[config.mk]
export PLATFORM = sky130hd
export DESIGN_NAME = keyword_lexer_tokenizer
export DESIGN_NICKNAME = d
export VERILOG_FILES = /design/src/hdl/kll_pkg.sv /design/src/hdl/kll_core.sv /design/src/hdl/kll_fifo.sv /design/src/hdl/keyword_lexer_tokenizer.sv
export SDC_FILE = /design/constraint.sdc
export NUM_CORES = 1
export LEC_CHECK = 0
export ABC_AREA = 0
export BUFFER_PORTS_ARGS = -buffer_cell sky130_fd_sc_hd__buf_4
export CAP_MARGIN = 20
export CORE_ASPECT_RATIO = 1.75
export CORE_MARGIN = 5
export CORE_UTILIZATION = 55
export CTS_CLUSTER_SIZE = 25
export DETAILED_ROUTE_END_ITERATION = 16
export PLACE_DENSITY_LB_ADDON = 0.15
export SLEW_MARGIN = 5
export SYNTH_ARGS = -nofsm -noshare
export SYNTH_HDL_FRONTEND = slang
export SYNTH_SLANG_ARGS = --single-unit
[constraint.sdc]
create_clock -name clock -period 6 [get_ports clock]
set_input_delay 1.2 -clock clock [delete_from_list [all_inputs] [get_ports clock]]
set_output_delay 1.2 -clock clock [all_outputs]
set_load 0.01 [all_outputs]
[src/hdl/kll_pkg.sv]
package kll_pkg;

   // Result queue sizing: one request can raise at most two results.
   localparam int MAX_RESULTS = 2;
   localparam int FIFO_DEPTH  = 4;
   localparam int PTR_BITS    = 2;
   localparam int CNT_BITS    = 3;

   // Token kinds.
   localparam logic [5:0] K_EOF       = 6'd0;
   localparam logic [5:0] K_VECTOR    = 6'd16;
   localparam logic [5:0] K_IDENT     = 6'd19;
   localparam logic [5:0] K_FLOAT     = 6'd20;
   localparam logic [5:0] K_INT       = 6'd21;
   localparam logic [5:0] K_LPAREN    = 6'd22;
   localparam logic [5:0] K_RPAREN    = 6'd23;
   localparam logic [5:0] K_LBRACE    = 6'd24;
   localparam logic [5:0] K_RBRACE    = 6'd25;
   localparam logic [5:0] K_LBRACKET  = 6'd26;
   localparam logic [5:0] K_RBRACKET  = 6'd27;
   localparam logic [5:0] K_COMMA     = 6'd28;
   localparam logic [5:0] K_DOT       = 6'd29;
   localparam logic [5:0] K_SEMI      = 6'd30;
   localparam logic [5:0] K_MINUS     = 6'd31;
   localparam logic [5:0] K_PLUS      = 6'd32;
   localparam logic [5:0] K_SLASH     = 6'd33;
   localparam logic [5:0] K_STAR      = 6'd34;
   localparam logic [5:0] K_PERCENT   = 6'd35;
   localparam logic [5:0] K_NE        = 6'd36;
   localparam logic [5:0] K_NOT       = 6'd37;
   localparam logic [5:0] K_EQEQ      = 6'd38;
   localparam logic [5:0] K_ASSIGN    = 6'd39;
   localparam logic [5:0] K_GE        = 6'd40;
   localparam logic [5:0] K_SHR       = 6'd41;
   localparam logic [5:0] K_VEC_CLOSE = 6'd42;
   localparam logic [5:0] K_GT        = 6'd43;
   localparam logic [5:0] K_LE        = 6'd44;
   localparam logic [5:0] K_SHL       = 6'd45;
   localparam logic [5:0] K_VEC_OPEN  = 6'd46;
   localparam logic [5:0] K_LT        = 6'd47;
   localparam logic [5:0] K_INVALID   = 6'd48;

   localparam logic [7:0] CH_DOT  = ".";
   localparam logic [7:0] CH_EQ   = "=";
   localparam logic [7:0] CH_GT   = ">";
   localparam logic [7:0] CH_LT   = "<";
   localparam logic [7:0] CH_BANG = "!";

   localparam int KW_COUNT = 18;

   // Keyword text, first character in the top byte, padded with zeros.
   localparam logic [47:0] KW_TEXT [KW_COUNT] = '{
      {"and", 24'h0}, {"or", 32'h0}, {"if", 32'h0}, {"else", 16'h0},
      {"elif", 16'h0}, {"for", 24'h0}, {"while", 8'h0}, {"print", 8'h0},
      "return", {"true", 16'h0}, {"false", 8'h0}, {"nil", 24'h0},
      "string", {"int", 24'h0}, {"float", 8'h0}, "vector",
      {"out", 24'h0}, {"inp", 24'h0}
   };

   localparam logic [2:0] KW_LEN [KW_COUNT] = '{
      3'd3, 3'd2, 3'd2, 3'd4, 3'd4, 3'd3, 3'd5, 3'd5, 3'd6,
      3'd4, 3'd5, 3'd3, 3'd6, 3'd3, 3'd5, 3'd6, 3'd3, 3'd3
   };

   typedef struct packed {
      logic [5:0]  kind;
      logic [7:0]  length;
      logic [31:0] end_offset;
      logic        last;
   } token_type;

   typedef struct packed {
      logic [1:0] count;
      token_type  tok0;
      token_type  tok1;
   } push_type;

   function automatic logic is_alpha(input logic [7:0] c);
      return (c >= "a" && c <= "z") || (c >= "A" && c <= "Z");
   endfunction

   function automatic logic is_digit(input logic [7:0] c);
      return c >= "0" && c <= "9";
   endfunction

   function automatic logic is_space(input logic [7:0] c);
      return c == " " || (c >= 8'd9 && c <= 8'd13);
   endfunction

   function automatic logic is_op_start(input logic [7:0] c);
      return c == CH_BANG || c == CH_EQ || c == CH_LT || c == CH_GT;
   endfunction

   function automatic logic [5:0] punct_kind(input logic [7:0] c);
      logic [5:0] k;
      unique case (c)
         "(":     k = K_LPAREN;
         ")":     k = K_RPAREN;
         "{":     k = K_LBRACE;
         "}":     k = K_RBRACE;
         "[":     k = K_LBRACKET;
         "]":     k = K_RBRACKET;
         ",":     k = K_COMMA;
         ".":     k = K_DOT;
         ";":     k = K_SEMI;
         "-":     k = K_MINUS;
         "+":     k = K_PLUS;
         "/":     k = K_SLASH;
         "*":     k = K_STAR;
         "%":     k = K_PERCENT;
         default: k = K_INVALID;
      endcase
      return k;
   endfunction

   // Words longer than six characters never match, as no keyword is longer than six.
   function automatic logic [5:0] word_kind(input logic [47:0] prefix,
                                            input logic [7:0]  count);
      logic [5:0]  k;
      logic [47:0] mask;
      k = K_IDENT;
      for (int i = 0; i < KW_COUNT; i++) begin
         mask = ~(48'hFFFF_FFFF_FFFF >> (6'(KW_LEN[i]) * 6'd8));
         if (count == 8'(KW_LEN[i]) && ((prefix ^ KW_TEXT[i]) & mask) == 48'h0) begin
            k = 6'(i + 1);
         end
      end
      return k;
   endfunction

endpackage

[src/hdl/kll_core.sv]
module kll_core #(
   parameter int LEN_CAP     = 255,
   parameter int OFFSET_BITS = 32
) (
   input  logic              clock,
   input  logic              reset,
   input  logic              item_valid,
   input  logic [7:0]        item_char,
   input  logic              item_end,
   output kll_pkg::push_type push
);

   typedef enum logic [4:0] {
      MODE_IDLE = 5'b00001,
      MODE_WORD = 5'b00010,
      MODE_INT  = 5'b00100,
      MODE_FRAC = 5'b01000,
      MODE_OP   = 5'b10000
   } mode_type;

   typedef enum logic [1:0] {
      OP_BANG = 2'd0,
      OP_EQ   = 2'd1,
      OP_GT   = 2'd2,
      OP_LT   = 2'd3
   } op_type;

   mode_type               mode_ff, mode_in;
   logic [47:0]            prefix_ff, prefix_in;
   logic [7:0]             count_ff, count_in;
   logic [OFFSET_BITS-1:0] offset_ff, offset_in;
   logic                   vflag_ff, vflag_in;
   op_type                 op_ff, op_in;

   logic                   fl_valid;
   logic [5:0]             fl_kind;
   logic [7:0]             fl_len;
   logic                   fl_vflag;
   logic [7:0]             count_sat;
   logic [7:0]             len_rep;
   logic [OFFSET_BITS-1:0] offset_next;

   assign count_sat   = (count_ff == 8'hFF) ? count_ff : count_ff + 8'd1;
   assign len_rep     = (count_ff > 8'(LEN_CAP)) ? 8'(LEN_CAP) : count_ff;
   assign offset_next = offset_ff + 1'b1;

   // The token under way, as it would be emitted if the current byte ends it.
   always_comb begin
      fl_valid = 1'b1;
      fl_kind  = kll_pkg::K_INVALID;
      fl_len   = len_rep;
      fl_vflag = vflag_ff;
      unique case (mode_ff)
         MODE_WORD: begin
            fl_kind = kll_pkg::word_kind(prefix_ff, count_ff);
            if (fl_kind == kll_pkg::K_VECTOR) begin
               fl_vflag = 1'b1;
            end
         end
         MODE_INT:  fl_kind = kll_pkg::K_INT;
         MODE_FRAC: fl_kind = kll_pkg::K_FLOAT;
         MODE_OP: begin
            fl_len = 8'd1;
            unique case (op_ff)
               OP_BANG: fl_kind = kll_pkg::K_NOT;
               OP_EQ:   fl_kind = kll_pkg::K_ASSIGN;
               OP_GT: begin
                  fl_kind  = vflag_ff ? kll_pkg::K_VEC_CLOSE : kll_pkg::K_GT;
                  fl_vflag = 1'b0;
               end
               OP_LT:   fl_kind = vflag_ff ? kll_pkg::K_VEC_OPEN : kll_pkg::K_LT;
               default: fl_kind = kll_pkg::K_LT;
            endcase
         end
         default: fl_valid = 1'b0;
      endcase
   end

   always_comb begin
      logic              fa;
      logic              fb;
      logic              do_flush;
      logic              start_idle;
      kll_pkg::token_type tok_a;
      kll_pkg::token_type tok_b;
      logic [7:0]        c;

      c          = item_char;
      fa         = 1'b0;
      fb         = 1'b0;
      do_flush   = 1'b0;
      start_idle = 1'b0;
      mode_in    = mode_ff;
      prefix_in  = prefix_ff;
      count_in   = count_ff;
      offset_in  = offset_ff;
      vflag_in   = vflag_ff;
      op_in      = op_ff;

      tok_a.kind       = fl_kind;
      tok_a.length     = fl_len;
      tok_a.end_offset = 32'(offset_ff);
      tok_a.last       = 1'b0;
      tok_b.kind       = kll_pkg::K_EOF;
      tok_b.length     = 8'd0;
      tok_b.end_offset = 32'(offset_next);
      tok_b.last       = 1'b1;

      if (item_valid) begin
         if (item_end) begin
            // Flush what is pending, then EOF at the same offset, then start afresh.
            fa               = fl_valid;
            fb               = 1'b1;
            tok_b.end_offset = 32'(offset_ff);
            mode_in          = MODE_IDLE;
            prefix_in        = 48'h0;
            count_in         = 8'd0;
            offset_in        = '0;
            vflag_in         = 1'b0;
            op_in            = OP_BANG;
         end else begin
            offset_in = offset_next;
            unique case (mode_ff)
               MODE_WORD: begin
                  if (kll_pkg::is_alpha(c) || kll_pkg::is_digit(c)) begin
                     if (count_ff < 8'd6) begin
                        prefix_in[6'(6'd47 - {count_ff[2:0], 3'b000}) -: 8] = c;
                     end
                     count_in = count_sat;
                  end else begin
                     do_flush = 1'b1;
                  end
               end
               MODE_INT: begin
                  if (kll_pkg::is_digit(c)) begin
                     count_in = count_sat;
                  end else if (c == kll_pkg::CH_DOT) begin
                     count_in = count_sat;
                     mode_in  = MODE_FRAC;
                  end else begin
                     do_flush = 1'b1;
                  end
               end
               MODE_FRAC: begin
                  if (kll_pkg::is_digit(c)) begin
                     count_in = count_sat;
                  end else begin
                     do_flush = 1'b1;
                  end
               end
               MODE_OP: begin
                  if (c == kll_pkg::CH_EQ) begin
                     fb           = 1'b1;
                     tok_b.length = 8'd2;
                     mode_in      = MODE_IDLE;
                     unique case (op_ff)
                        OP_BANG: tok_b.kind = kll_pkg::K_NE;
                        OP_EQ:   tok_b.kind = kll_pkg::K_EQEQ;
                        OP_GT:   tok_b.kind = kll_pkg::K_GE;
                        default: tok_b.kind = kll_pkg::K_LE;
                     endcase
                  end else if (op_ff == OP_GT && c == kll_pkg::CH_GT) begin
                     fb           = 1'b1;
                     tok_b.kind   = kll_pkg::K_SHR;
                     tok_b.length = 8'd2;
                     mode_in      = MODE_IDLE;
                  end else if (op_ff == OP_LT && c == kll_pkg::CH_LT) begin
                     fb           = 1'b1;
                     tok_b.kind   = kll_pkg::K_SHL;
                     tok_b.length = 8'd2;
                     mode_in      = MODE_IDLE;
                  end else begin
                     do_flush = 1'b1;
                  end
               end
               default: start_idle = 1'b1;
            endcase

            if (do_flush) begin
               fa         = 1'b1;
               vflag_in   = fl_vflag;
               start_idle = 1'b1;
            end

            if (start_idle) begin
               mode_in = MODE_IDLE;
               if (kll_pkg::is_space(c)) begin
                  mode_in = MODE_IDLE;
               end else if (kll_pkg::is_alpha(c)) begin
                  prefix_in = {c, 40'h0};
                  count_in  = 8'd1;
                  mode_in   = MODE_WORD;
               end else if (kll_pkg::is_digit(c)) begin
                  count_in = 8'd1;
                  mode_in  = MODE_INT;
               end else if (kll_pkg::is_op_start(c)) begin
                  count_in = 8'd1;
                  mode_in  = MODE_OP;
                  if (c == kll_pkg::CH_BANG) begin
                     op_in = OP_BANG;
                  end else if (c == kll_pkg::CH_EQ) begin
                     op_in = OP_EQ;
                  end else if (c == kll_pkg::CH_GT) begin
                     op_in = OP_GT;
                  end else begin
                     op_in = OP_LT;
                  end
               end else begin
                  fb           = 1'b1;
                  tok_b.kind   = kll_pkg::punct_kind(c);
                  tok_b.length = 8'd1;
               end
            end
         end
      end

      tok_a.last = ~fb;
      push.count = {1'b0, fa} + {1'b0, fb};
      push.tok0  = fa ? tok_a : tok_b;
      push.tok1  = tok_b;
   end

   always_ff @(posedge clock) begin
      if (reset) begin
         mode_ff   <= MODE_IDLE;
         prefix_ff <= 48'h0;
         count_ff  <= 8'd0;
         offset_ff <= '0;
         vflag_ff  <= 1'b0;
         op_ff     <= OP_BANG;
      end else begin
         mode_ff   <= mode_in;
         prefix_ff <= prefix_in;
         count_ff  <= count_in;
         offset_ff <= offset_in;
         vflag_ff  <= vflag_in;
         op_ff     <= op_in;
      end
   end

   // An end request always reports EOF as its final result.
   assert property (@(posedge clock) disable iff (reset)
      (item_valid && item_end) |-> (push.count != 2'd0 &&
         ((push.count == 2'd1) ? push.tok0.kind : push.tok1.kind) == kll_pkg::K_EOF))
      else $error("end request without EOF");

   // Two results arise only when a pending token is flushed.
   assert property (@(posedge clock) disable iff (reset)
      (push.count == 2'd2) |-> (mode_ff != MODE_IDLE && !push.tok0.last))
      else $error("two results without a pending token");

   // After an end request the offset restarts at zero.
   assert property (@(posedge clock) disable iff (reset)
      (item_valid && item_end) |=> (offset_ff == '0 && mode_ff == MODE_IDLE))
      else $error("state not cleared after end request");

endmodule

[src/hdl/kll_fifo.sv]
module kll_fifo (
   input  logic                             clock,
   input  logic                             reset,
   input  kll_pkg::push_type                push,
   input  logic                             pop,
   output kll_pkg::token_type               head,
   output logic [kll_pkg::CNT_BITS-1:0]     count
);

   kll_pkg::token_type                mem_ff [kll_pkg::FIFO_DEPTH];
   logic [kll_pkg::PTR_BITS-1:0]      wr_ff, wr_in;
   logic [kll_pkg::PTR_BITS-1:0]      rd_ff, rd_in;
   logic [kll_pkg::CNT_BITS-1:0]      count_ff, count_in;
   logic [kll_pkg::PTR_BITS-1:0]      wr_next;

   assign wr_next  = kll_pkg::PTR_BITS'(wr_ff + 1'b1);
   assign wr_in    = kll_pkg::PTR_BITS'(wr_ff + push.count);
   assign rd_in    = kll_pkg::PTR_BITS'(rd_ff + pop);
   assign count_in = kll_pkg::CNT_BITS'(count_ff + kll_pkg::CNT_BITS'(push.count)
                                        - kll_pkg::CNT_BITS'(pop));
   assign head     = mem_ff[rd_ff];
   assign count    = count_ff;

   always_ff @(posedge clock) begin
      if (push.count != 2'd0) begin
         mem_ff[wr_ff] <= push.tok0;
      end
      if (push.count == 2'd2) begin
         mem_ff[wr_next] <= push.tok1;
      end
   end

   always_ff @(posedge clock) begin
      if (reset) begin
         wr_ff    <= '0;
         rd_ff    <= '0;
         count_ff <= '0;
      end else begin
         wr_ff    <= wr_in;
         rd_ff    <= rd_in;
         count_ff <= count_in;
      end
   end

   assert property (@(posedge clock) disable iff (reset)
      count_ff <= kll_pkg::CNT_BITS'(kll_pkg::FIFO_DEPTH))
      else $error("result queue count beyond depth");

   assert property (@(posedge clock) disable iff (reset)
      (4'(count_ff) + 4'(push.count)) <= 4'(kll_pkg::FIFO_DEPTH) + 4'(pop))
      else $error("result queue overflow");

   assert property (@(posedge clock) disable iff (reset)
      pop |-> count_ff != '0)
      else $error("result queue underflow");

endmodule

[src/hdl/keyword_lexer_tokenizer.sv]
// Streaming tokenizer: one source byte per request on the req_ channel, tokens
// out on the rsp_ channel.
// A request carries the byte in req_tdata; req_tlast high marks the end of the
// source, and then the byte is ignored, any pending token is flushed and an
// EOF token follows, after which the block starts again at offset zero.
// Each result gives the kind in rsp_tuser, length and end offset in rsp_tdata,
// and rsp_tlast high on the final result raised by one request.
// A request is registered at the edge it is taken and lexed in the following
// cycle into a four-entry result queue, and its results are registered there
// before they reach rsp_. One request per cycle is taken for as long as the
// receiver drains one result per cycle; a request that raises two results
// leaves one more result in the queue, and the queue occupancy sets req_tready.
// When the receiver stalls, results wait in the queue and req_tready falls
// once the queue could no longer absorb two more results.
// Synchronous reset clears the lexer state and empties the queue.
module keyword_lexer_tokenizer #(
   parameter int MAX_LEXEME  = 255,
   parameter int OFFSET_BITS = 32
) (
   input  logic        clock,
   input  logic        reset,
   input  logic        req_tvalid,
   output logic        req_tready,
   input  logic [7:0]  req_tdata,   // [7:0] char_in
   input  logic        req_tlast,   // end_of_input
   output logic        rsp_tvalid,
   input  logic        rsp_tready,
   output logic [39:0] rsp_tdata,   // [7:0] token_length, [39:8] end_offset
   output logic [5:0]  rsp_tuser,   // [5:0] token_kind
   output logic        rsp_tlast    // last_of_item
);

   localparam int LEN_CAP = (MAX_LEXEME < 255) ? MAX_LEXEME : 255;

   logic                          valid_ff, valid_in;
   logic [7:0]                    char_ff;
   logic                          end_ff;
   logic                          req_accept;
   logic                          rsp_accept;
   kll_pkg::push_type             push;
   kll_pkg::token_type            head;
   logic [kll_pkg::CNT_BITS-1:0]  count;

   // Room is counted against the results of the request now being lexed.
   assign req_tready = (count + kll_pkg::CNT_BITS'(push.count))
                       <= kll_pkg::CNT_BITS'(kll_pkg::FIFO_DEPTH - kll_pkg::MAX_RESULTS);
   assign req_accept = req_tvalid && req_tready;
   assign valid_in   = req_accept;

   always_ff @(posedge clock) begin
      if (reset) begin
         valid_ff <= 1'b0;
      end else begin
         valid_ff <= valid_in;
      end
   end

   always_ff @(posedge clock) begin
      if (req_accept) begin
         char_ff <= req_tdata;
         end_ff  <= req_tlast;
      end
   end

   kll_core #(
      .LEN_CAP     (LEN_CAP),
      .OFFSET_BITS (OFFSET_BITS)
   ) u_core (
      .clock      (clock),
      .reset      (reset),
      .item_valid (valid_ff),
      .item_char  (char_ff),
      .item_end   (end_ff),
      .push       (push)
   );

   assign rsp_tvalid = (count != '0);
   assign rsp_accept = rsp_tvalid && rsp_tready;

   kll_fifo u_fifo (
      .clock (clock),
      .reset (reset),
      .push  (push),
      .pop   (rsp_accept),
      .head  (head),
      .count (count)
   );

   assign rsp_tdata = {head.end_offset, head.length};
   assign rsp_tuser = head.kind;
   assign rsp_tlast = head.last;

endmodule
# After elaboration in Yosys (flattened, before gate mapping)
# Memories as Yosys holds them, arrays and structs flattened. A register that Yosys moved wholly into a read port is not among the register bits.
# Index checks and enable logic that the tools add are counted.
totals:
  reg_bits: 113
  mem_bits_rw: 188
  output_inout_bits: 49
  wordCells: 280
  n_memories: 1
memory_table:
  columns: ["memory", "words", "width", "read_ports", "rd_clocked_by_memory_dff", "write_ports", "line", "text"]
  rows:
  - ["u_fifo.mem_ff", 4, 47, 1, 1, 2, "kll_fifo.sv:10", "kll_pkg::token_type mem_ff [kll_pkg::FIFO_DEPTH];"]
op_classes:
  addsub: 10
  order_cmp: 11
  eq_ne: 42
  shift: 2
  mux: 121
  bitwise_logic: 19
  n_reduce_logical: 62
op_table:
  columns: ["op", "count"]
  rows:
  - ["48-bit zero test", 18]
  - ["48-bit two-way mux", 7]
  - ["14-bit two-way mux", 10]
  - ["8-bit by 6-bit equality test with 1-bit output, second input constant", 15]
  - ["6-bit two-way mux", 18]
  - ["8-bit two-way mux", 13]
  - ["6-bit case mux with 14 select lines", 1]
  - ["32-bit two-way mux", 2]
  - ["5-bit two-way mux", 12]
  - ["8-bit by 8-bit variable shift with 55-bit output, first input constant", 1]
  - ["8-bit by 8-bit indexed part select with 55-bit output", 1]
  - ["27-bit inverter", 2]
  - ["48-bit bitwise mux", 1]
  - ["6-bit case mux with 4 select lines", 2]
  - ["47-bit two-way mux", 1]
  - ["46-bit two-way mux", 1]
  - ["21-bit inverter", 2]
  - ["20-bit inverter", 2]
  - ["1-bit two-way mux", 39]
  - ["17-bit inverter", 2]
  - ["32-bit by 1-bit adder with 32-bit output, second input constant", 1]
  - ["8-bit by 7-bit equality test with 1-bit output, second input constant", 4]
  - ["1-bit logical AND", 26]
  - ["13-bit inverter", 2]
  - ["56 further kinds", 84]

# Longest topological paths before layout
# Gate-level depths: netlist of run 1.
logic_depth:
  depth_word: 27
  mapped_depth: 17
  mapped_depth_nobuf: 15

# Hierarchy
# Synthesis of run 1 repeated with hierarchy kept, for this count alone.
hier_totals:
  hier_cells: 1500
  hier_area_um2: 17295.3
by_module_without_submodules:
  columns: ["module", "n_inst", "cells_each", "area_each_um2"]
  rows:
  - ["kll_fifo", 1, 493, 9511.6]
  - ["kll_core", 1, 985, 7388.3]
  - ["keyword_lexer_tokenizer", 1, 22, 395.4]

# Worst setup path after synthesis of run 1
# No wires, ideal clock.
synth_timing:
  kind: "flip-flop to output port"
  from: "register char_ff[1]"
  to: "output req_tready"
  t_arrival_ns: 3.396
  t_required_ns: 4.800
  setup_slack_ns: 1.404
  path_stages_with_launch: 14
  cell_sequence: "edfxtp_1 > buf_4 > nand2b_1 > o221a_4 > o31a_1 > nor3_2 > nand2_1 > and3_1 > o21a_1 > ha_1 > ha_1 > fa_1 > xor2_1 > a21oi_1"
synth_via:
  elab_chain_cells: 17
synth_rtl:
  columns: ["item", "line", "text"]
  rows:
  - ["from (decl)", "keyword_lexer_tokenizer.sv:36", "logic [7:0] char_ff;"]
  - ["from (signal assigned)", "keyword_lexer_tokenizer.sv:60", "char_ff <= req_tdata;"]
  - ["8-bit by 7-bit >= comparator with 1-bit output (tied with other cells)", "kll_pkg.sv:79", "return (c >= \"a\" && c <= \"z\") || (c >= \"A\" && c <= \"Z\");"]
  - ["1-bit logical AND (on tied branches)", "kll_pkg.sv:79, kll_core.sv:167", null]
  - ["1-bit logical OR / 1-bit two-way mux (equally long branches)", "kll_pkg.sv:79, kll_core.sv:167", null]
  - ["1-bit logical OR / 1-bit two-way mux (equally long branches)", "kll_core.sv:125, kll_core.sv:162", null]
  - ["1-bit two-way mux (on tied branches)", "kll_core.sv:125, kll_core.sv:152", null]
  - ["1-bit case mux with 4 select lines", "kll_core.sv:123", "unique case (mode_ff)"]
  - ["1-bit two-way mux", "kll_core.sv:110", "if (item_end) begin"]
  - ["1-bit two-way mux", "kll_core.sv:109", "if (item_valid) begin"]
  - ["1-bit two-way mux", "kll_core.sv:179", "if (do_flush) begin"]
  - ["1-bit two-way mux", "kll_core.sv:110", null]
  - ["1-bit two-way mux", "kll_core.sv:109", null]
  - ["1-bit two-way mux", "kll_core.sv:185", "if (start_idle) begin"]
  - ["1-bit two-way mux", "kll_core.sv:110", null]
  - ["1-bit two-way mux", "kll_core.sv:109", null]
  - ["1-bit by 1-bit adder with 2-bit output (*)", "kll_core.sv:218", "push.count = {1'b0, fa} + {1'b0, fb};"]
  - ["3-bit by 2-bit adder with 3-bit output (*)", "keyword_lexer_tokenizer.sv:45", "assign req_tready = (count + kll_pkg::CNT_BITS'(push.count))"]
  - ["3-bit by 2-bit less-or-equal comparator with 1-bit output (*)", "keyword_lexer_tokenizer.sv:46", "<= kll_pkg::CNT_BITS'(kll_pkg::FIFO_DEPTH - kll_pkg::MAX_RESULTS);"]
  - ["to (decl)", "keyword_lexer_tokenizer.sv:23", "output logic req_tready,"]
# Every way passes the cells marked *; elsewhere a longest branch is shown, timed or not. The select of a mux whose other input is x is not followed.

# Worst setup path after layout of run 1
layout_timing:
  from: "register char_ff[0]"
  to: "output req_tready"
# The elaborated chain is that of the path after synthesis.

==> reports/metrics.cfg, run 1 <==
[outcome]
status=completed

[clock_network]
hold_buffers=0
cts.path.max_buffers=3
numCtsBuffers=29
post_cts_resized=0
cts-root-buf=clkbuf_16
cts_tree=yes
htreeDepth=1
clkTransAtPathRegs_ns=0.06
postCtsSetupBuffers=0
clock_sinks=301
worstSkewPairLatency_ns=0.57

[critical_path]
end_kind=primary output
timing.rr.start=char_ff[0]$_DFFE_PP_
worstSetupPathType=reg2out
critPathRequiredTime_ns=4.80
startpoint_type=register
crit_end=req_tready
cp_max_fo=13
critPathMaxStageDelay_ns=0.57
r2r-end=u_fifo.mem_ff[1][3]$_DFFE_PP_
crit_start=char_ff[0]$_DFFE_PP_
crit_arrival_ns=4.55
crit_slowest_cell=edfxtp_1
r2r_setup_slack_ns=1.11
r2r_cells=11
worstPathCellList=nand4b_1 -> a311o_1 -> a21oi_1 -> nand3_1 -> nand2_1 -> inv_1 -> ha_1 -> ha_1 -> fa_1 -> xor2_1 -> a21oi_1 -> buf_4

[place]
portBuffers=61
gp_congestion=0.983
dp_hpwl_um=41600
dp_worst_setup_slack_ns=0.696
placedCellCount=2131
placed_cell_area_mm2=0.0178

[power_and_ir_drop]
switching_share_pct=30.9
p_sw_mw=1.77
p_seq_share_pct=42.5
internal_power_mw=3.95
power_leakage_nw=6.06
p_comb_share_pct=24.2
power_density_mw_per_mm2=303
vdd_drop_max_mv=0.245
total_power_mw=5.73
p_clk_share_pct=33.3

[synthesis]
avgSynthCellArea_um2=9.60
ys.flop_type=edfxtp_1
ys_warn_count=0
ys_ff_latch=301
synth_top_area_share_pct=29.6
seq_area_frac_synth_pct=45.1
ys_types=83
async_reset_ff_share_pct=0
synthesis.nets=1813
synthTopCellsByArea=edfxtp_1, dfxtp_1, mux4_2
yosys.area.top_type=edfxtp_1
synthCells=1784
syn-cell-area_mm2=0.0171
synth_enable_flop_cells=169

[floorplanning]
num_rows=85
dieHeight_um=243
start_util_pct=55.7
die-area_mm2=0.0349
pin_count=62
die_x_um=143
fp.coreArea_mm2=0.0307

[flow_run]
drv_cap=0

[grt]
grt_pass1_wl_um=89700
grt_pass1_vias=15300
antenna_found_initial=0
grtUsageTotal_pct=33.7
grt_max_degree=49
grt-ovfl-total=0

[layout]
stdcell_area_mm2=0.0189
fin_nets=1803
drive_gt1_share_pct=14.0
antennaDiodeCount=0
final_cell_mix=edfxtp_1, nand2_1, nor2_1, o21ai_0, dfxtp_1
mostFrequentLayoutCell=edfxtp_1
area_growth_pct=10.2
fin_cells=2187
final_util_pct=61.4

[route]
wl_per_cell_um=27.4
drt_wl_total_um=59900
route.detailed.drc=0
dr_total_vias=15500
drt-initial-drc-count=1366
drtAntennaViolNets=0
drt-pass1-iter-count=8
via_per_inst=7.07

[min_path]
hold_class=reg2reg

[timing]
fin_ws_ns=0.251
post-route-period-util_pct=95.8
skew_ns=0.0193
tightest_slew_ns=1.18
hold_viol_final=0
finalSetupTns_ns=0
fin_crit_ns=5.75
setup_viol=0
max_clock_freq_ghz=0.174
rsz0062_at_grt=false
timing.slew.headroom_pct=20.0
report.final.slew_viol_count=0
timing.hold.ws_ns=0.466

-- how the worst min path moves through the flow --
stage                     slack, ns  cells past startpoint                                end                         startpoint
after detailed placement       0.45                      1  u_fifo.mem_ff[2][39]$_SDFFE_PP0P_  u_fifo.mem_ff[2][39]$_SDFFE_PP0P_
final                          0.47                      1  u_fifo.mem_ff[2][39]$_SDFFE_PP0P_  u_fifo.mem_ff[2][39]$_SDFFE_PP0P_
after global routing           0.49                      1  u_fifo.mem_ff[0][39]$_SDFFE_PP0P_  u_fifo.mem_ff[0][39]$_SDFFE_PP0P_
after floorplan                0.44                      1  u_fifo.mem_ff[2][35]$_SDFFE_PP0P_  u_fifo.mem_ff[2][35]$_SDFFE_PP0P_
after CTS                      0.47                      1  u_fifo.mem_ff[2][39]$_SDFFE_PP0P_  u_fifo.mem_ff[2][39]$_SDFFE_PP0P_
after global placement         0.44                      1  u_fifo.mem_ff[0][40]$_SDFFE_PP0P_  u_fifo.mem_ff[0][40]$_SDFFE_PP0P_
-- flip-flops by register name (all words and copies together) (netlist names) --
register,flops
u_core.count_ff,8
u_fifo.rd_ff,2
u_core.prefix_ff,48
valid_ff,1
u_fifo.count,3
end_ff,1
u_fifo.mem_ff,188
u_core.mode_ff,5
u_core.vflag_ff,1
u_fifo.wr_ff,2
u_core.op_ff,2
char_ff,8
u_core.offset_ff,32
-- critical path: cells and delay by family, from the launching register on --
| family | cells | cell delay [ns] |
|---|---|---|
| xor gates and xnor gates | 1 | 0.19 |
| buffers and inverters | 2 | 0.27 |
| AOI/OAI and AO/OA | 3 | 1.02 |
| adders and majority gates | 3 | 0.94 |
| and+or+nand+nor | 3 | 1.00 |
| DFF | 1 | 0.57 |
-- metal layers --
metal	wire length, µm	GRT usage, %	part of all wire, %
met1	18900	34.1	32
met4	5740	26.4	9.6
met2	31100	60.7	52
met5	0	0	0
met3	4080	4.24	6.8
-- power by group through the flow --
stage / Sequential, mW / Combinational, mW / Clock (mW)
final: 2.43 / 1.39 / 1.91
after global placement: 2.48 / 1.35 / 0
after CTS: 2.44 / 1.37 / 1.91
after floorplan: 2.38 / 0.901 / 0
after global routing: 2.45 / 1.47 / 2.00
after detailed placement: 2.49 / 1.36 / 0
-- logic make-up after synthesis --
| kind of cell | synth area share (%) |
|---|---|
| AO/OA/AOI/OAI | 21.3 |
| XOR/XNOR | 0.409 |
| AND/OR/NAND/NOR | 21.5 |
| adder cells (fa/ha/maj) | 1.21 |
| multiplexers | 6.36 |
| buffers and inverters | 4.24 |
| flip-flops | 45.1 |
-- synth_stat cells (7+ instances only) --
cell type  instances
nand4b_1          12
a22o_1            44
and3b_1            9
nor3b_1            8
ha_1              15
and3_1            21
dfxtp_1          132
nand2b_1          19
a21oi_1          127
inv_1             29
o22ai_1           28
nor2b_1           23
nor4bb_1          18
clkbuf_1         123
a31oi_1           25
nand3_1           59
mux4_2            47
nor4_1            28
buf_1             10
o21ai_0          133
or2_2              9
nand2_1          157
a311oi_1          41
edfxtp_1         169
o31ai_1            8
buf_2             16
o211ai_1           7
nand4_1           33
a21o_1            19
nor3_1            70
or3_1             20
and2_1            27
a32o_1            24
or4_1              7
a221o_1           11
nor2_1           137
a211oi_1           7
-- final cells by class --
cell class	instances	area (µm²)
inverters	29	109
repair buffers	112	857
fillers	2585	11900
well taps	391	489
flip-flops and latches	301	7720
multi-input cells	1301	8690
clock inverters	12	67.6
clock buffers	41	932
Power figures use the tool's default switching activity.
==> inputs of run 2 (changes only) <==
- MAX_ROUTING_LAYER: unset -> met4
==> run 2 against run 1 <==
Final area is 0.32% lower. Hold slack about the same. Combinational power about the same. Largest cell class unchanged. Utilization fell by 0.20 points. Clock skew fell by 0.0087 ns. Sequential power about the same. Sequential share of layout area rose by 0.13 points. Power decreased by 1.4%. First-iteration DRC count fell by 3.1%. Clock power decreased by 5%. Global-route usage grew 1.9 points. Critical path depth did not move.
==> reports/metrics.cfg, run 2 (synthesis gave the netlist of run 1 again) <==
[clock_network]
cts.path.max_buffers=3  ; unchanged
clkTransAtPathRegs_ns=0.06  ; about the same
numCtsBuffers=29  ; unchanged
hold_buffers=0  ; unchanged
post_cts_resized=0  ; unchanged
htreeDepth=1  ; unchanged
clock_sinks=301  ; unchanged
worstSkewPairLatency_ns=0.57  ; about the same
cts-root-buf=clkbuf_16  ; unchanged
cts_tree=yes  ; unchanged

[critical_path]
critPathRequiredTime_ns=4.80  ; about the same
cp_max_fo=12  ; was 13
worstSetupPathType=reg2out  ; unchanged
timing.rr.start=char_ff[4]$_DFFE_PP_  ; was char_ff[0]$_DFFE_PP_
startpoint_type=register  ; unchanged
crit_arrival_ns=4.45  ; was 4.55 ns
end_kind=primary output  ; unchanged
crit_start=char_ff[5]$_DFFE_PP_  ; was char_ff[0]$_DFFE_PP_

[layout]
reg_top3=u_fifo.mem_ff (188), u_core.prefix_ff (48), u_core.offset_ff (32)  ; unchanged
area_growth_pct=9.82  ; was 10.2%
final_util_pct=61.2  ; was 61.4%
top_register=u_fifo.mem_ff  ; unchanged
mostFrequentLayoutCell=edfxtp_1  ; unchanged
final_cell_mix=edfxtp_1, nand2_1, nor2_1, o21ai_0, dfxtp_1  ; unchanged
drive_gt1_share_pct=13.9  ; was 14.0%
fillers=2636  ; was 2585
largest_reg_flops=188  ; unchanged
antennaDiodeCount=0  ; unchanged
fin_nets=1806  ; was 1803

[route]
drt_wl_total_um=61500  ; was 59900 µm
drtAntennaViolNets=0  ; unchanged
via_per_inst=7.11  ; was 7.07
dr_total_vias=15600  ; was 15500
route.detailed.drc=0  ; unchanged
drt-pass1-iter-count=6  ; was 8
drt-initial-drc-count=1323  ; was 1366
wl_per_cell_um=28.1  ; was 27.4 µm

[floorplanning]
num_rows=85  ; unchanged
dieHeight_um=243  ; unchanged
start_util_pct=55.7  ; unchanged
pin_count=62  ; unchanged
die-area_mm2=0.0349  ; unchanged
fp.coreArea_mm2=0.0307  ; unchanged
die_x_um=143  ; unchanged

[timing]
max_clock_freq_ghz=0.177  ; was 0.174 GHz
setup_viol=0  ; unchanged
rsz0062_at_grt=false  ; unchanged
timing.hold.ws_ns=0.466  ; about the same
hold_viol_final=0  ; unchanged
timing.slew.headroom_pct=23.2  ; was 20.0%
fin_crit_ns=5.65  ; was 5.75 ns
post-route-period-util_pct=94.1  ; was 95.8%
tightest_slew_ns=1.14  ; was 1.18 ns
report.final.slew_viol_count=0  ; unchanged
skew_ns=0.0105  ; was 0.0193 ns
fin_ws_ns=0.354  ; was 0.251 ns
finalSetupTns_ns=0  ; unchanged

[power_and_ir_drop]
total_power_mw=5.65  ; was 5.73 mW
power_leakage_nw=6.02  ; was 6.06 nW
power_density_mw_per_mm2=300  ; was 303 mW/mm²
vdd_drop_max_mv=0.280  ; was 0.245 mV

[min_path]
hold_class=reg2reg  ; unchanged
min_from=u_fifo.mem_ff[2][36]$_SDFFE_PP0P_  ; was u_fifo.mem_ff[2][39]$_SDFFE_PP0P_

[place]
dp_worst_setup_slack_ns=0.899  ; was 0.696 ns
gp_congestion=0.977  ; was 0.983
dp_hpwl_um=43200  ; was 41600 µm
portBuffers=61  ; unchanged

[grt]
grt_max_degree=71  ; was 49
grtUsageTotal_pct=35.6  ; was 33.7%
grt_pass1_vias=15500  ; was 15300
antenna_found_initial=0  ; unchanged
grt-ovfl-total=0  ; unchanged
grt_pass1_wl_um=92100  ; was 89700 µm

[flow_run]
drv_cap=0  ; unchanged

[outcome]
status=completed  ; unchanged

## run 2: path summary, 6_finish.rpt
path | endpoint | slack, ns | cells after the start
setup / recovery | req_tready | 0.35 | 12
hold reg to reg | u_fifo.mem_ff[2][36]$_SDFFE_PP0P_ | 0.47 | 1
hold / removal | u_fifo.mem_ff[2][36]$_SDFFE_PP0P_ | 0.47 | 1
setup reg to reg | u_fifo.mem_ff[1][5]$_DFFE_PP_ | 1.10 | 11
## run 2: repair_timing
item,CTS,global route
setup buffers,0,4
endpoints found under the setup margin,0,1
hold endpoints to repair,0,0
## run 2: report_power, final
group          switching (mW)  internal (mW)  leakage [nW]
combinational           0.819          0.574          3.01
sequential              0.137           2.30          2.56
clock                   0.819          0.997         0.453
## run 2: layout make-up
cell class	instances	area [µm²]	area share, %
Tap cell	391	489	2.60
Inverter	29	109	0.579
Clock inverter	11	95.1	0.506
Sequential cell	301	7720	41.1
Timing Repair Buffer	115	876	4.66
Clock buffer	42	820	4.36
Multi-Input combinational cell	1301	8700	46.2
## run 2: critical path, cell delays in order (launching register included)
cell	delay [ns]
edfxtp_1	0.61
nor3b_4	0.39
nor3_1	0.12
a21oi_1	0.49
nand3_1	0.39
nand2_1	0.30
inv_1	0.12
ha_1	0.34
ha_1	0.21
fa_1	0.39
xor2_1	0.20
a21oi_1	0.16
buf_4	0.15
## run 2: layer usage
metal / up-vias / track usage [%] / share of wire [%]
li1: 6902 / - / -
met2: 860 / 63.2 / 53
met1: 7443 / 33.8 / 31
met5: - / - / 0
met4: 0 / 28.0 / 9.8
met3: 358 / 4.34 / 6.6
## run 2: through the flow
stage	instances	instance area, µm²
2_1_floorplan	1784	17100
3_3_place_gp	2133	17900
3_5_place_dp	2133	17900
4_1_cts	2186	18800
5_1_grt	2190	18800
6_report	2190	18800
==> inputs of run 3 (changes only) <==
--- a/config.mk
+++ b/config.mk
@@ -21 +21,2 @@
 export SYNTH_SLANG_ARGS = --single-unit
+export TNS_END_PERCENT = 30
--- a/constraint.sdc
+++ b/constraint.sdc
@@ -3,2 +3,2 @@
 set_output_delay 1.2 -clock clock [all_outputs]
-set_load 0.01 [all_outputs]
+set_load 0.005 [all_outputs]
==> run 3 against run 2 <==
Sequential power hardly changed. Clock power shrank 2%. Register-to-register slack worse by 0.15 ns. Worst setup slack worse by 0.026 ns. Highest routed layer unchanged. Hold slack lost 0.0077 ns. First-iteration DRC count is 2.5% higher. Critical path depth unchanged. Sequential cell count did not move. Non-clock buffer count up 5. Sequential share of layout area down 0.12 points. Critical path type unchanged. Count of clock-buffer cells in the layout up 6.
==> reports/metrics.cfg, run 3 (synthesis gave the netlist of run 1 again) <==
[critical_path]
startpoint_type=register  ; unchanged
r2r_cells=15  ; was 11
timing.rr.start=char_ff[4]$_DFFE_PP_  ; unchanged
cp_max_fo=15  ; was 12
worstSetupPathType=reg2out  ; unchanged
end_kind=primary output  ; unchanged
critPathRequiredTime_ns=4.80  ; about the same
r2r-end=u_fifo.mem_ff[1][2]$_DFFE_PP_  ; was u_fifo.mem_ff[1][5]$_DFFE_PP_
r2r_setup_slack_ns=0.95  ; was 1.10 ns
crit_arrival_ns=4.47  ; was 4.45 ns

[layout]
mostFrequentLayoutCell=edfxtp_1  ; unchanged
stdcell_area_mm2=0.0189  ; was 0.0188 mm²
fin_cells=2194  ; was 2190
drive_gt1_share_pct=13.9  ; about the same
area_growth_pct=10.1  ; was 9.82%
antennaDiodeCount=0  ; unchanged
fin_nets=1810  ; was 1806
largest_reg_flops=188  ; unchanged
reg_top3=u_fifo.mem_ff (188), u_core.prefix_ff (48), u_core.offset_ff (32)  ; unchanged
top_register=u_fifo.mem_ff  ; unchanged
final_cell_mix=edfxtp_1, nand2_1, nor2_1, o21ai_0, dfxtp_1  ; unchanged

[route]
drt-initial-drc-count=1356  ; was 1323
dr_total_vias=15600  ; about the same
drtAntennaViolNets=0  ; unchanged
drt_wl_total_um=60700  ; was 61500 µm
drt-pass1-iter-count=6  ; unchanged
wl_per_cell_um=27.7  ; was 28.1 µm
route.detailed.drc=0  ; unchanged
via_per_inst=7.12  ; was 7.11

[grt]
grt_pass1_wl_um=90900  ; was 92100 µm
grt_max_degree=49  ; was 71
gr-usage-met1_pct=32.8  ; was 33.8%
grtUsageMet2_pct=63.7  ; was 63.2%
grtUsageMet3_pct=4.47  ; was 4.34%
grt-busiest-layer=met2  ; unchanged
grt-ovfl-total=0  ; unchanged
grtUsageTotal_pct=35.1  ; was 35.6%
antenna_found_initial=0  ; unchanged
grt_pass1_vias=15400  ; was 15500

[place]
dp_hpwl_um=43100  ; was 43200 µm
dp_worst_setup_slack_ns=0.613  ; was 0.899 ns
placed_cell_area_mm2=0.0179  ; about the same
portBuffers=61  ; unchanged
gp_congestion=0.971  ; was 0.977
placedCellCount=2138  ; was 2133

[power_and_ir_drop]
total_power_mw=5.56  ; was 5.65 mW
p_comb_share_pct=23.8  ; was 24.7%
p_seq_share_pct=44.1  ; was 43.2%
vdd_drop_max_mv=0.310  ; was 0.280 mV
internal_power_mw=3.89  ; was 3.87 mW
p_clk_share_pct=32.1  ; was 32.2%
power_leakage_nw=6.06  ; was 6.02 nW
p_sw_mw=1.67  ; was 1.77 mW
power_density_mw_per_mm2=295  ; was 300 mW/mm²
switching_share_pct=30.1  ; was 31.4%

[clock_network]
clock_sinks=301  ; unchanged
htreeDepth=1  ; unchanged
numCtsBuffers=28  ; was 29
worstSkewPairLatency_ns=0.56  ; was 0.57 ns
clkTransAtPathRegs_ns=0.06  ; about the same
cts-root-buf=clkbuf_16  ; unchanged
cts_tree=yes  ; unchanged
cts.path.max_buffers=3  ; unchanged

[timing]
hold_viol_final=0  ; unchanged
fin_crit_ns=5.67  ; was 5.65 ns
post-route-period-util_pct=94.5  ; was 94.1%
rsz0062_at_grt=false  ; unchanged
skew_ns=0.0124  ; was 0.0105 ns
tightest_slew_ns=1.10  ; was 1.14 ns
report.final.slew_viol_count=0  ; unchanged
finalSetupTns_ns=0  ; unchanged
setup_viol=0  ; unchanged
timing.slew.headroom_pct=26.7  ; was 23.2%
fin_ws_ns=0.327  ; was 0.354 ns
max_clock_freq_ghz=0.176  ; was 0.177 GHz

[floorplanning]
die_x_um=143  ; unchanged
fp.coreArea_mm2=0.0307  ; unchanged
dieHeight_um=243  ; unchanged
pin_count=62  ; unchanged
num_rows=85  ; unchanged
start_util_pct=55.7  ; unchanged
die-area_mm2=0.0349  ; unchanged

[min_path]
holdPathStages=1  ; unchanged
whs_endpoint=u_fifo.mem_ff[2][37]$_SDFFE_PP0P_  ; was u_fifo.mem_ff[2][36]$_SDFFE_PP0P_
min_from=u_fifo.mem_ff[2][37]$_SDFFE_PP0P_  ; was u_fifo.mem_ff[2][36]$_SDFFE_PP0P_
hold_class=reg2reg  ; unchanged

[flow_run]
drv_cap=0  ; unchanged

[outcome]
status=completed  ; unchanged

-- run 3: cell count changes in the layout (fill, tap and decap cells not counted), moves of 2 or more --
cell,previous run,this run
clkinv_2,7,3
clkbuf_8,2,4
clkbuf_16,30,32
clkbuf_1,9,11
inv_8,2,0
clkbuf_2,0,2
-- run 3: worst max-delay path: stages (launching register included) --
cell	delay, ns
edfxtp_1	0.65
nand4b_1	0.18
a311o_1	0.38
a21oi_1	0.49
nand3_1	0.38
nand2_1	0.29
inv_1	0.11
ha_1	0.33
ha_1	0.21
fa_1	0.37
xor2_1	0.19
a21oi_1	0.18
buf_4	0.14
-- run 3: per-stage QoR --
stage | hold slack [ns] | utilization, %
6_report | 0.458 | 61.4
5_1_grt | 0.491 | 61.4
4_1_cts | 0.463 | 61.3
3_5_place_dp | 0.448 | 58.3
3_3_place_gp | 0.443 | 58.3
2_1_floorplan | 0.437 | -
-- run 3: area by class of cell --
cell class / count / area (µm²)
Fill cell: 2612 / 11900
Multi-Input combinational cell: 1301 / 8700
Sequential cell: 301 / 7720
Timing Repair Buffer: 120 / 926
Clock buffer: 48 / 902
Tap cell: 391 / 489
Inverter: 29 / 109
Clock inverter: 4 / 18.8
-- run 3: power by group through the flow --
stage	clock, mW	sequential (mW)	combinational (mW)
after floorplan	0	2.38	0.847
after global placement	0	2.49	1.30
after detailed placement	0	2.50	1.31
after CTS	1.80	2.45	1.32
after global routing	1.89	2.47	1.40
final	1.78	2.45	1.32
-- run 3: metal layers --
metal / up-vias / wire length [µm]
met5: - / 0
met4: 0 / 5570
met3: 350 / 4010
met2: 881 / 32600
met1: 7478 / 18600
li1: 6915 / -
-- run 3: worst max path at each step --
stage                               from         end  slack (ns)
floorplan           char_ff[1]$_DFFE_PP_  req_tready        1.47
CTS                 char_ff[5]$_DFFE_PP_  req_tready        0.30
global route        char_ff[3]$_DFFE_PP_  req_tready        0.03
global placement    char_ff[2]$_DFFE_PP_  req_tready        0.66
finish              char_ff[3]$_DFFE_PP_  req_tready        0.33
detailed placement  char_ff[2]$_DFFE_PP_  req_tready        0.61
-- run 3: timing repair --
| action | in CTS | in global routing |
|---|---|---|
| setup endpoints to repair | 1 | 0 |
| gates resized for setup | 0 | 0 |
| setup buffers | 1 | 0 |
| hold endpoints to repair | 0 | 0 |
| hold buffers | 0 | 0 |
